$ cat src/lon_pkg.sv
// Shared types and constants for the literal occurrence normalizer.
`default_nettype none
package lon_pkg;

	localparam int unsigned ENTRY_W  = 32;
	localparam int unsigned IDX_W    = 11;
	localparam int unsigned SIZE_W   = 16;
	localparam int unsigned REL_W    = 17;
	localparam int unsigned VCNT_W   = 11;
	localparam int unsigned DVD_W    = 48;
	localparam int unsigned QUO_W    = 17;

	localparam logic [1:0] CMD_ACCUM = 2'd0;
	localparam logic [1:0] CMD_QUERY = 2'd1;
	localparam logic [1:0] CMD_CLEAR = 2'd2;

	localparam logic [1:0] STAT_OK       = 2'd0;
	localparam logic [1:0] STAT_MAX_ZERO = 2'd1;
	localparam logic [1:0] STAT_RANGE    = 2'd2;

	localparam logic [REL_W-1:0]  ONE_Q16         = 17'd65536;
	localparam logic [VCNT_W-1:0] VAR_COUNT_RESET = 11'd1024;

	typedef struct packed {
		logic [1:0]        command;
		logic [IDX_W-1:0]  literal_index;
		logic [SIZE_W-1:0] clause_size;
	} lon_req_t;

	typedef struct packed {
		logic [REL_W-1:0] relative_occurrence;
		logic [1:0]       status;
	} lon_rsp_t;

	typedef struct packed {
		logic             done;
		logic [QUO_W-1:0] quotient;
	} lon_div_stat_t;

endpackage
`default_nettype wire

$ cat src/lon_div.sv
// Restoring divider, one quotient bit per cycle, 17 quotient bits.
`default_nettype none
module lon_div (
	input  wire logic                        clk,
	input  wire logic                        arst_n,
	input  wire logic                        start,
	input  wire logic [lon_pkg::DVD_W-1:0]   dividend,
	input  wire logic [lon_pkg::ENTRY_W-1:0] divisor,
	output lon_pkg::lon_div_stat_t           stat
);
	import lon_pkg::*;

	// quotient is known to stay below 2^QUO_W, so the upper dividend bits
	// start out as a remainder smaller than the divisor
	logic                busy_q;
	logic                done_q;
	logic [4:0]          cnt_q;
	logic [ENTRY_W-1:0]  rem_q;
	logic [ENTRY_W-1:0]  dvs_q;
	logic [QUO_W-1:0]    dvd_q;
	logic [QUO_W-1:0]    quo_q;
	logic [ENTRY_W:0]    trial;
	logic                fits;

	assign trial = {rem_q, dvd_q[QUO_W-1]};
	assign fits  = (trial >= {1'b0, dvs_q});

	always_ff @(posedge clk or negedge arst_n) begin
		if (!arst_n) begin
			busy_q <= 1'b0;
			done_q <= 1'b0;
			cnt_q  <= '0;
		end else begin
			done_q <= 1'b0;
			if (start) begin
				busy_q <= 1'b1;
				cnt_q  <= 5'(QUO_W - 1);
			end else if (busy_q) begin
				cnt_q <= cnt_q - 5'd1;
				if (cnt_q == 5'd0) begin
					busy_q <= 1'b0;
					done_q <= 1'b1;
				end
			end
		end
	end

	always_ff @(posedge clk) begin
		if (start) begin
			rem_q <= ENTRY_W'(dividend[DVD_W-1:QUO_W]);
			dvd_q <= dividend[QUO_W-1:0];
			dvs_q <= divisor;
			quo_q <= '0;
		end else if (busy_q) begin
			rem_q <= fits ? ENTRY_W'(trial - {1'b0, dvs_q}) : trial[ENTRY_W-1:0];
			dvd_q <= {dvd_q[QUO_W-2:0], 1'b0};
			quo_q <= {quo_q[QUO_W-2:0], fits};
		end
	end

	assign stat.done     = done_q;
	assign stat.quotient = quo_q;

endmodule
`default_nettype wire

$ cat config.mk
export PLATFORM = sky130hd
export DESIGN_NAME = lon_div
export DESIGN_NICKNAME = d
export VERILOG_FILES = /design/src/lon_pkg.sv /design/src/lon_div.sv
export SDC_FILE = /design/constraint.sdc
export NUM_CORES = 1
export LEC_CHECK = 0
export BUFFER_PORTS_ARGS = -buffer_cell sky130_fd_sc_hd__buf_2
export CAP_MARGIN = 20
export CORE_MARGIN = 2
export CORE_UTILIZATION = 60
export CTS_CLUSTER_DIAMETER = 120
export CTS_CLUSTER_SIZE = 25
export DETAILED_ROUTE_END_ITERATION = 6
export PLACE_DENSITY = 0.89
export SLEW_MARGIN = 20
export SYNTH_ARGS = -nofsm -noshare
export SYNTH_HDL_FRONTEND = slang
export SYNTH_SLANG_ARGS = --single-unit
$ cat constraint.sdc
create_clock -name clk -period 5.5 [get_ports clk]
set_input_delay 1.1 -clock clk [delete_from_list [all_inputs] [get_ports clk]]
set_output_delay 1.1 -clock clk [all_outputs]
set_load 0.02 [all_outputs]
# Word-level counts from Yosys, hierarchy flattened
# Cells that the tools add are included.
# W data, S select, Z words.
# word_totals
register_bits,105
mem_bits_ro,0
memories,0
output_inout_bits,18
latchBits,0
ram_bits,0
# op_classes
mux,13
n_addsub,2
div_mod_pow,0
n_shift,0
reduce_logical,2
bitwise,0
n_mul,0
magnitude_cmp,1
eq_ne,0
# ops
cell,n
$mux W31,2
$mux W17,2
$ge A33 B32 Y1,1
$mux W32,1
$sub A32 B32 Y32,1
$mux W5,2
$mux W1,6
$logic_not A5 Y1,1
$sub A5 B1 Y5 const B,1
$reduce_bool A2 Y1,1

# Longest topological paths before layout
# Gate-level depths: netlist (run 1).
# logic_depth
word_depth,4
mapped_depth,14
depth_no_buf,13

# Worst setup path after synthesis (run 1)
# OpenSTA, ideal clock, no wires.
# synth_path
path_type,input -> register
from,in start
to,"reg dvd_q[0], enable pin"
setup_slack_ns,2.728
setup_time_ns,0.384
arrival_ns,2.388
cell_stages,3
required_time_ns,5.116
cell_sequence,buf_1 > clkbuf_1 > or2_2
# synth_between
elab_chain_cells,1
# synth_rtl
item,line,rtl
start: declaration,lon_div.sv:6,"input wire logic start,"
$reduce_bool A2 Y1 (no source line),-,
end signal: assignment,lon_div.sv:51,dvd_q <= dividend[QUO_W-1:0];
end signal: assignment,lon_div.sv:56,"dvd_q <= {dvd_q[QUO_W-2:0], 1'b0};"
end: declaration,lon_div.sv:20,logic [QUO_W-1:0] dvd_q;
# No other way between the ends.
# A chain may end at the register's enable or synchronous reset.

# Worst setup path in the final report (run 1)
# layout_path
from,reg rem_q[9]
to,"reg rem_q[7], data pin"
# layout_between
elab_chain_cells,4
# layout_rtl
item,line,rtl
start: declaration,lon_div.sv:18,logic [ENTRY_W-1:0] rem_q;
start signal: assignment,lon_div.sv:50,rem_q <= ENTRY_W'(dividend[DVD_W-1:QUO_W]);
start signal: assignment,lon_div.sv:55,"rem_q <= fits ? ENTRY_W'(trial - {1'b0, dvs_q}) : trial[ENTRY_W-1:0];"
$ge A33 B32 Y1,lon_div.sv:26,"assign fits = (trial >= {1'b0, dvs_q});"
$mux W32,lon_div.sv:55,
$mux W31,lon_div.sv:54,end else if (busy_q) begin
$mux W31,lon_div.sv:49,if (start) begin
# No other way between the ends. The select of a mux whose other input is x is not followed.

==> results.py, run 1 <==
metrics = {
    "status": {
        "outcome": "finished, final reports clean",
    },
    "layout": {
        "synthToLayoutAreaGrowth_pct": 12.5,
        "drive_gt1_share_pct": 22.5,
        "fill_cells": 746,
        "final_common_cell": "buf_2",
        "final_cell_mix": "99 x buf_2, 80 x edfxtp_1, 60 x nor2_1, 54 x a21oi_1, 41 x inv_1",
        "n_antenna_cell": 0,
        "final_cell_count_no_fill": 809,
        "final_nets": 789,
    },
    "logic_synthesis": {
        "synth-main-ff-cell": "edfxtp_1",
        "post_synth_inst_count": 583,
        "syn_avg_cell_area_sq_um": 10.4,
        "syn_nets": 701,
        "synth-edff-count": 80,
        "ff_latch_count_synth": 105,
        "part_of_the_yosys_area_used_for_sequential_elements_pct": 48.6,
        "netlist-cell-type-count": 61,
        "synth_area_leaders": "edfxtp_1 40%, ha_1 7.0%, dfxtp_1 6.0%, mux2i_1 5.1%, a21oi_1 4.5%",
        "synth_top_area_share_pct": 39.7,
        "postSynth.asyncResetShare_pct": 6.67,
        "synth.largest_area_cell": "edfxtp_1",
        "synthesis.area_sq_um": 6040,
        "yosys_warnings": 0,
    },
    "timing": {
        "achievable-frequency_mhz": 279,
        "finalHoldViolCount": 0,
        "final.setup.tns_ps": 0,
        "setup-violations-final": 0,
        "slew_violations": 0,
        "final_period_minus_worst_setup_slack_ps": 3590,
        "fin_crit_sh_pct": 65.3,
        "rsz_0062_raised_after_global_routing": "no",
        "max_slew.worst_pin.slew_ps": 911,
        "slew_margin_rel_pct": 39.1,
        "final.setup_skew_ps": 16.2,
    },
    "route": {
        "detail_route.wl_per_cell_um": 15.9,
        "detailroute.via_count": 4624,
        "post_drt_via_cell_ratio": 5.72,
        "route.antenna.remaining_nets": 0,
        "detail_route.iter0.violations": 299,
        "sum_of_routed_wire_length_over_all_layers_um": 12900,
        "length_of_the_first_detailed_routing_pass_in_iterations": 4,
        "drt_drc_violations_left": 0,
    },
    "critical_path": {
        "crit_path_start_kind": "flop",
        "critical_path.max_stage_delay_ps": 550,
        "worst-endpoint-required_ps": 5610,
        "crit_family": "simple AND/OR/NAND/NOR gates",
        "worstSetupPathType": "flop to flop",
        "startpoint_of_the_worst_slack_reg_to_reg_timing_path": "rem_q[9]",
        "reg2reg_setup_slack_ps": 1910,
        "cp_slowest_cell": "or2_1",
        "worst-path-max-fanout": 19,
        "worstPathBufferInverterCount": 1,
        "crit_path_cell_trace": "ha_1 > and3_1 > nand4_1 > nor4_1 > a31oi_1 > a31oi_4 > or2_1 > buf_4 > mux2i_1 > a21oi_1",
        "r2r-end": "rem_q[7]",
        "worstPathArrival_ps": 3690,
        "setup_crit_end_kind": "flop",
        "reg2reg_depth": 10,
    },
    "placed_design": {
        "port-buffer-count": 100,
        "dp.final_hpwl_um": 9300,
        "placed_cells": 793,
        "gp_congestion": 0.921,
    },
    "die": {
        "floorplan.die.height_um": 104,
        "die_w_um": 104,
        "design.core.area_sq_um": 9770,
        "io_pins": 101,
        "fp.dieArea_sq_um": 10900,
        "placementRows": 36,
        "initial_utilization_pct": 61.8,
    },
    "power_and_ir_drop": {
        "power_report.internal_total_uw": 2050,
        "netSwitchingPower_uw": 1450,
        "power_frac_seq_pct": 34.8,
        "finalPower_uw": 3500,
        "share_clk_of_total_power_pct": 13.6,
        "power_density_nw_per_um2": 514,
        "comb_power_share_pct": 51.7,
        "max-vdd-ir-drop_mv": 0.261,
        "static-leakage-power_uw": 0.00306,
        "sw_frac_of_total_pct": 41.4,
    },
    "clock_tree": {
        "numCtsBuffers": 9,
        "clk_transition_reported_paths_ps": 110,
        "cts_hold_buf": 0,
        "number_of_buffers_inserted_to_repair_setup_after_cts": 0,
        "cts_num_sinks": 105,
        "postCtsResizedCells": 0,
        "tritoncts_clock_tree": "yes",
        "cts_max_path_buffers": 2,
        "cts_max_level": 3,
        "root_buffer": "clkbuf_8",
        "clock_latency_reported_for_the_late_side_of_the_worst_skew_pair_ps": 400,
    },
    "global_route": {
        "groute.usage.overall_pct": 24.4,
        "number_of_antenna_violations_at_the_first_check_in_global_routing": 0,
        "grt_pass1_wl_um": 21300,
        "overflow": 0,
        "first_global_vias": 4676,
        "grt_max_degree": 56,
    },
    "hold_path": {
        "worstHoldPathType": "input port to async pin",
    },
    "flow_run": {
        "max_cap_violations": 0,
    },
}
## state kept, by name, indices dropped and copies added (netlist names)
signal	flops
done_q	1
quo_q	17
busy_q	1
rem_q	32
dvd_q	17
dvs_q	32
cnt_q	5
## synthesized netlist by cell type (all sizes together) (3+ instances only)
cell    count
mux2       17
nor2       60
or3         3
buf        13
nand2      40
o21a        4
or2         3
o21bai      4
xnor2      22
a21o        9
inv        42
nand4       6
a21oi      56
nor3        5
xor2        6
and3        5
nand3      13
dfxtp      18
nand2b      6
o21ai      38
a31oi       8
clkbuf     14
edfxtp     80
ha         34
mux2i      31
dfrtp       7
a211oi      9
## cell type report
type                       count  area [sq um]  share of cell area (%)
clock buffer                   9           124                    1.82
clock inverter                 7          75.1                    1.10
inverter                      42           158                    2.32
multi-input combinational    409          2810                    41.3
sequential                   105          2940                    43.2
tap                          133           166                    2.45
timing repair buffer         104           533                    7.84
## worst register-to-register path: cells and delay by family (launching register included)
kind	cells	cell delay [ps]
simple gates	4	1280
compound gates	3	550
buf+inv	1	400
fa+ha+maj	1	420
mux	1	250
flops	1	410
## metal layers
metal | global-route usage, % | vias to the layer above | wire length (um)
li1 | - | 2275 | -
met1 | 30.4 | 2194 | 5640
met2 | 40.3 | 134 | 6230
met4 | 8.49 | 0 | 218
met3 | 7.27 | 21 | 770
met5 | 0 | - | 0
## stage by stage
step	area [sq um]	hold WS, ps	util, %	worst slack (ps)
2_1_floorplan	6040	476	-	2730
3_3_place_gp	6590	471	67.4	2100
3_5_place_dp	6600	492	67.5	1950
4_1_cts	6800	491	69.6	1940
5_1_grt	6800	497	69.6	1550
6_report	6800	506	69.6	1910
## logic make-up (layout without fill, tap and decap cells)
| group | after synthesis | after routing | share of synthesized area, % |
|---|---|---|---|
| and+or+nand+nor | 154 | 154 | 11.8 |
| AOI/OAI and AO/OA | 144 | 144 | 14.8 |
| DFF | 105 | 105 | 48.6 |
| buffers and inverters | 69 | 162 | 4.99 |
| muxes | 48 | 48 | 8.36 |
| adders and majority gates | 35 | 35 | 7.37 |
| xor gates and xnor gates | 28 | 28 | 4.06 |
## how the worst max path moves through the flow
| stage | start | to | slack (ps) | cells after the start |
|---|---|---|---|---|
| floorplan | start | dvd_q[0] | 2730 | 3 |
| global placement | rem_q[10] | rem_q[0] | 2100 | 10 |
| detailed placement | rem_q[9] | rem_q[25] | 1950 | 10 |
| CTS | rem_q[9] | rem_q[25] | 1940 | 10 |
| global route | rem_q[9] | rem_q[7] | 1550 | 10 |
| finish | rem_q[9] | rem_q[7] | 1910 | 10 |
## power groups by stage
stage	sequential [uW]	clock, uW	combinational [uW]
floorplan	1200	0	1440
global placement	1220	0	1700
detailed placement	1230	0	1770
CTS	1220	487	1790
global route	1240	507	2000
finish	1220	474	1810
No activity file was read; power rests on OpenSTA's default activity.
==> run 2: changes to the inputs <==
--- a/config.mk
+++ b/config.mk
@@ -5,14 +5,15 @@
 export SDC_FILE = /design/constraint.sdc
 export NUM_CORES = 1
 export LEC_CHECK = 0
+export ABC_AREA = 1
 export BUFFER_PORTS_ARGS = -buffer_cell sky130_fd_sc_hd__buf_2
 export CAP_MARGIN = 20
 export CORE_MARGIN = 2
-export CORE_UTILIZATION = 60
+export CORE_UTILIZATION = 59
 export CTS_CLUSTER_DIAMETER = 120
 export CTS_CLUSTER_SIZE = 25
 export DETAILED_ROUTE_END_ITERATION = 6
-export PLACE_DENSITY = 0.89
+export PLACE_DENSITY = 0.87
 export SLEW_MARGIN = 20
 export SYNTH_ARGS = -nofsm -noshare
 export SYNTH_HDL_FRONTEND = slang
==> constraint.sdc (replaced) <==
create_clock -name clk -period 3.7 [get_ports clk]
set_input_delay 0.74 -clock clk [delete_from_list [all_inputs] [get_ports clk]]
set_output_delay 0.74 -clock clk [all_outputs]
set_load 0.02 [all_outputs]
==> run 2 against run 1 <==
  * Sequential cell count stayed put
  * Hold slack worse by 320 ps
  * Final area is 18% higher
  * Sequential power is 48% higher
  * Count of clock-buffer cells in the layout stayed put
  * Combinational power is 89% higher
  * Critical path depth is 5 higher
  * Global-route usage is 2.4 points higher
  * Fmax is 21% higher
  * Synthesized area is 18% higher
  * Critical path type unchanged
  * Largest power group unchanged
  * Highest routed layer unchanged
==> results.py, run 2 <==
metrics = {
    "status": {
        "outcome": "finished, final reports clean",
    },
    "placed_design": {
        "dp.final_hpwl_um": 12300,
        "port-buffer-count": 100,
        "gp_congestion": 0.921,
    },
    "critical_path": {
        "startpoint_of_the_worst_slack_reg_to_reg_timing_path": "rem_q[15]",
        "critical_path.max_stage_delay_ps": 770,
        "crit_path_start_kind": "flop",
        "crit_family": "simple AND/OR/NAND/NOR gates",
        "worst_setup_path_startpoint": "rem_q[15]",
        "reg2reg_depth": 15,
        "cp_slowest_cell": "nand4_2",
        "setup_crit_end_kind": "flop",
        "crit_path_cell_trace": "ha_1 > nand2_2 > inv_1 > nand2_1 > nand2_1 > inv_1 > nand2_1 > inv_1 > nand2_1 > nand2_1 > nand4_2 > nand2_1 > nand2_1 > nand2_1 > nand2_1",
        "worst-path-max-fanout": 33,
        "worstSetupPathType": "flop to flop",
        "worstPathBufferInverterCount": 3,
        "worst-endpoint-required_ps": 3970,
        "timing.critical_path.mode_cell": "nand2_1",
        "worstPathArrival_ps": 3240,
        "cp_num_cells": 15,
    },
    "logic_synthesis": {
        "post_synth_inst_count": 1020,
        "syn_nets": 1138,
        "synth-main-ff-cell": "edfxtp_1",
        "part_of_the_yosys_area_used_for_sequential_elements_pct": 41.2,
        "synth-edff-count": 80,
        "synthesis.area_sq_um": 7120,
        "synth.largest_area_cell": "edfxtp_1",
        "netlist-cell-type-count": 33,
        "yosys_warnings": 0,
        "commonest_cells_in_the_netlist": "430 x nand2_1, 213 x inv_1, 80 x edfxtp_1, 66 x nand3_1, 44 x nor2_1",
        "postSynth.asyncResetShare_pct": 6.67,
        "yosys.cell_count.top_type": "nand2_1",
        "synth_top_area_share_pct": 33.7,
        "ff_latch_count_synth": 105,
        "syn_avg_cell_area_sq_um": 6.98,
        "synth_area_leaders": "edfxtp_1 34%, nand2_1 23%, inv_1 11%, ha_1 6.0%, dfxtp_1 5.1%",
    },
    "clock_tree": {
        "tritoncts_clock_tree": "yes",
        "cts_hold_buf": 0,
        "numCtsBuffers": 9,
        "cts_max_level": 3,
        "clk_transition_reported_paths_ps": 90,
        "postCtsResizedCells": 0,
        "clock_latency_reported_for_the_late_side_of_the_worst_skew_pair_ps": 370,
        "root_buffer": "clkbuf_16",
        "cts_num_sinks": 105,
        "cts_max_path_buffers": 2,
        "number_of_buffers_inserted_to_repair_setup_after_cts": 0,
    },
    "die": {
        "placementRows": 40,
        "fp.dieArea_sq_um": 13000,
        "design.core.area_sq_um": 11900,
        "die_w_um": 114,
        "floorplan.die.height_um": 114,
        "initial_utilization_pct": 59.8,
        "io_pins": 101,
    },
    "timing": {
        "fin_crit_sh_pct": 80.1,
        "rsz_0062_raised_after_global_routing": "no",
        "slew_violations": 0,
        "slew_margin_rel_pct": 31.1,
        "final_period_minus_worst_setup_slack_ps": 2960,
        "max_slew.worst_pin.slew_ps": 1030,
        "setup-violations-final": 0,
        "final.setup.tns_ps": 0,
        "final.setup_skew_ps": 11.9,
        "finalHoldViolCount": 0,
        "achievable-frequency_mhz": 337,
    },
    "layout": {
        "synthToLayoutAreaGrowth_pct": 12.6,
        "final_nets": 1231,
        "reg_top3": "dvs_q: 32 flops, rem_q: 32 flops",
        "final_cell_mix": "430 x nand2_1, 213 x inv_1, 100 x buf_2, 80 x edfxtp_1, 66 x nand3_1",
        "final_core_occ_pct": 67.3,
        "fill_cells": 1063,
        "drive_gt1_share_pct": 13.5,
        "n_antenna_cell": 0,
        "final_common_cell": "nand2_1",
    },
    "global_route": {
        "grt_max_degree": 62,
        "first_global_vias": 6138,
        "groute.usage.overall_pct": 26.7,
        "number_of_antenna_violations_at_the_first_check_in_global_routing": 0,
        "grt_pass1_wl_um": 27600,
        "overflow": 0,
    },
    "power_and_ir_drop": {
        "power_density_nw_per_um2": 778,
        "max-vdd-ir-drop_mv": 0.490,
        "static-leakage-power_uw": 0.00450,
    },
    "route": {
        "drt_drc_violations_left": 0,
        "post_drt_via_cell_ratio": 5.02,
        "sum_of_routed_wire_length_over_all_layers_um": 16500,
        "length_of_the_first_detailed_routing_pass_in_iterations": 5,
        "route.antenna.remaining_nets": 0,
        "detail_route.iter0.violations": 430,
        "detailroute.via_count": 6353,
        "detail_route.wl_per_cell_um": 13.0,
    },
    "hold_path": {
        "worstHoldPathType": "input port to async pin",
    },
    "flow_run": {
        "max_cap_violations": 0,
    },
}
run 2: metal layers:
metal  track usage (%)  routed length, um  vias up
li1                  -                  -     3300
met2              44.6               7670      178
met5                 0                  0        -
met4              8.05                301        0
met3              6.32                990       22
met1              34.8               7510     2853
run 2: kinds of logic (layout without fill, tap and decap cells):
family / count (synthesis) / after routing / share of synthesized area [%]
AO/OA/AOI/OAI: 42 / 42 / 3.27
AND/OR/NAND/NOR: 586 / 586 / 34.0
flip-flops: 105 / 105 / 41.2
XOR/XNOR: 14 / 14 / 1.72
buffers and inverters: 238 / 336 / 13.5
adder cells (fa/ha/maj): 35 / 35 / 6.25
run 2: path summary, 6_finish.rpt:
check                             to  slack, ps
hold / removal                done_q        190
hold reg to reg            quo_q[16]        470
min in group clk           quo_q[16]        470
max in group asynchronous   cnt_q[0]       3350
setup reg to reg           rem_q[31]        740
setup / recovery           rem_q[31]        740
run 2: layout make-up:
type	instances	area [sq um]	share of cell area (%)
timing repair buffer	102	528	6.58
clock buffer	9	225	2.81
clock inverter	7	101	1.26
inverter	218	818	10.2
sequential	105	2940	36.6
tap	147	184	2.29
multi-input combinational	677	3230	40.2
run 2: per-stage QoR:
step           hold slack, ps  power, uW  setup slack, ps  cells  cell area, sq um
6_report                  188       6240              736   1265              8020
2_1_floorplan             434       4490              547   1020              7120
4_1_cts                   187       6250              755   1265              8020
3_3_place_gp              441       5110              862   1249              7690
3_5_place_dp              444       5190              800   1249              7690
5_1_grt                   189       6830              430   1265              8020
run 2: report_power, final:
group	switching, uW	internal (uW)	total [uW]
Combinational	2260	1160	3420
Clock	522	500	1020
Sequential	161	1640	1800
Total	2950	3300	6240
run 2: worst reg2reg max path, cell delays in order, from the launching register on:
cell and delay, ps:
edfxtp_1 410, ha_1 410, nand2_2 150, inv_1 50
nand2_1 60, nand2_1 80, inv_1 60, nand2_1 70
inv_1 130, nand2_1 70, nand2_1 70, nand4_2 770
nand2_1 360, nand2_1 90, nand2_1 60, nand2_1 50
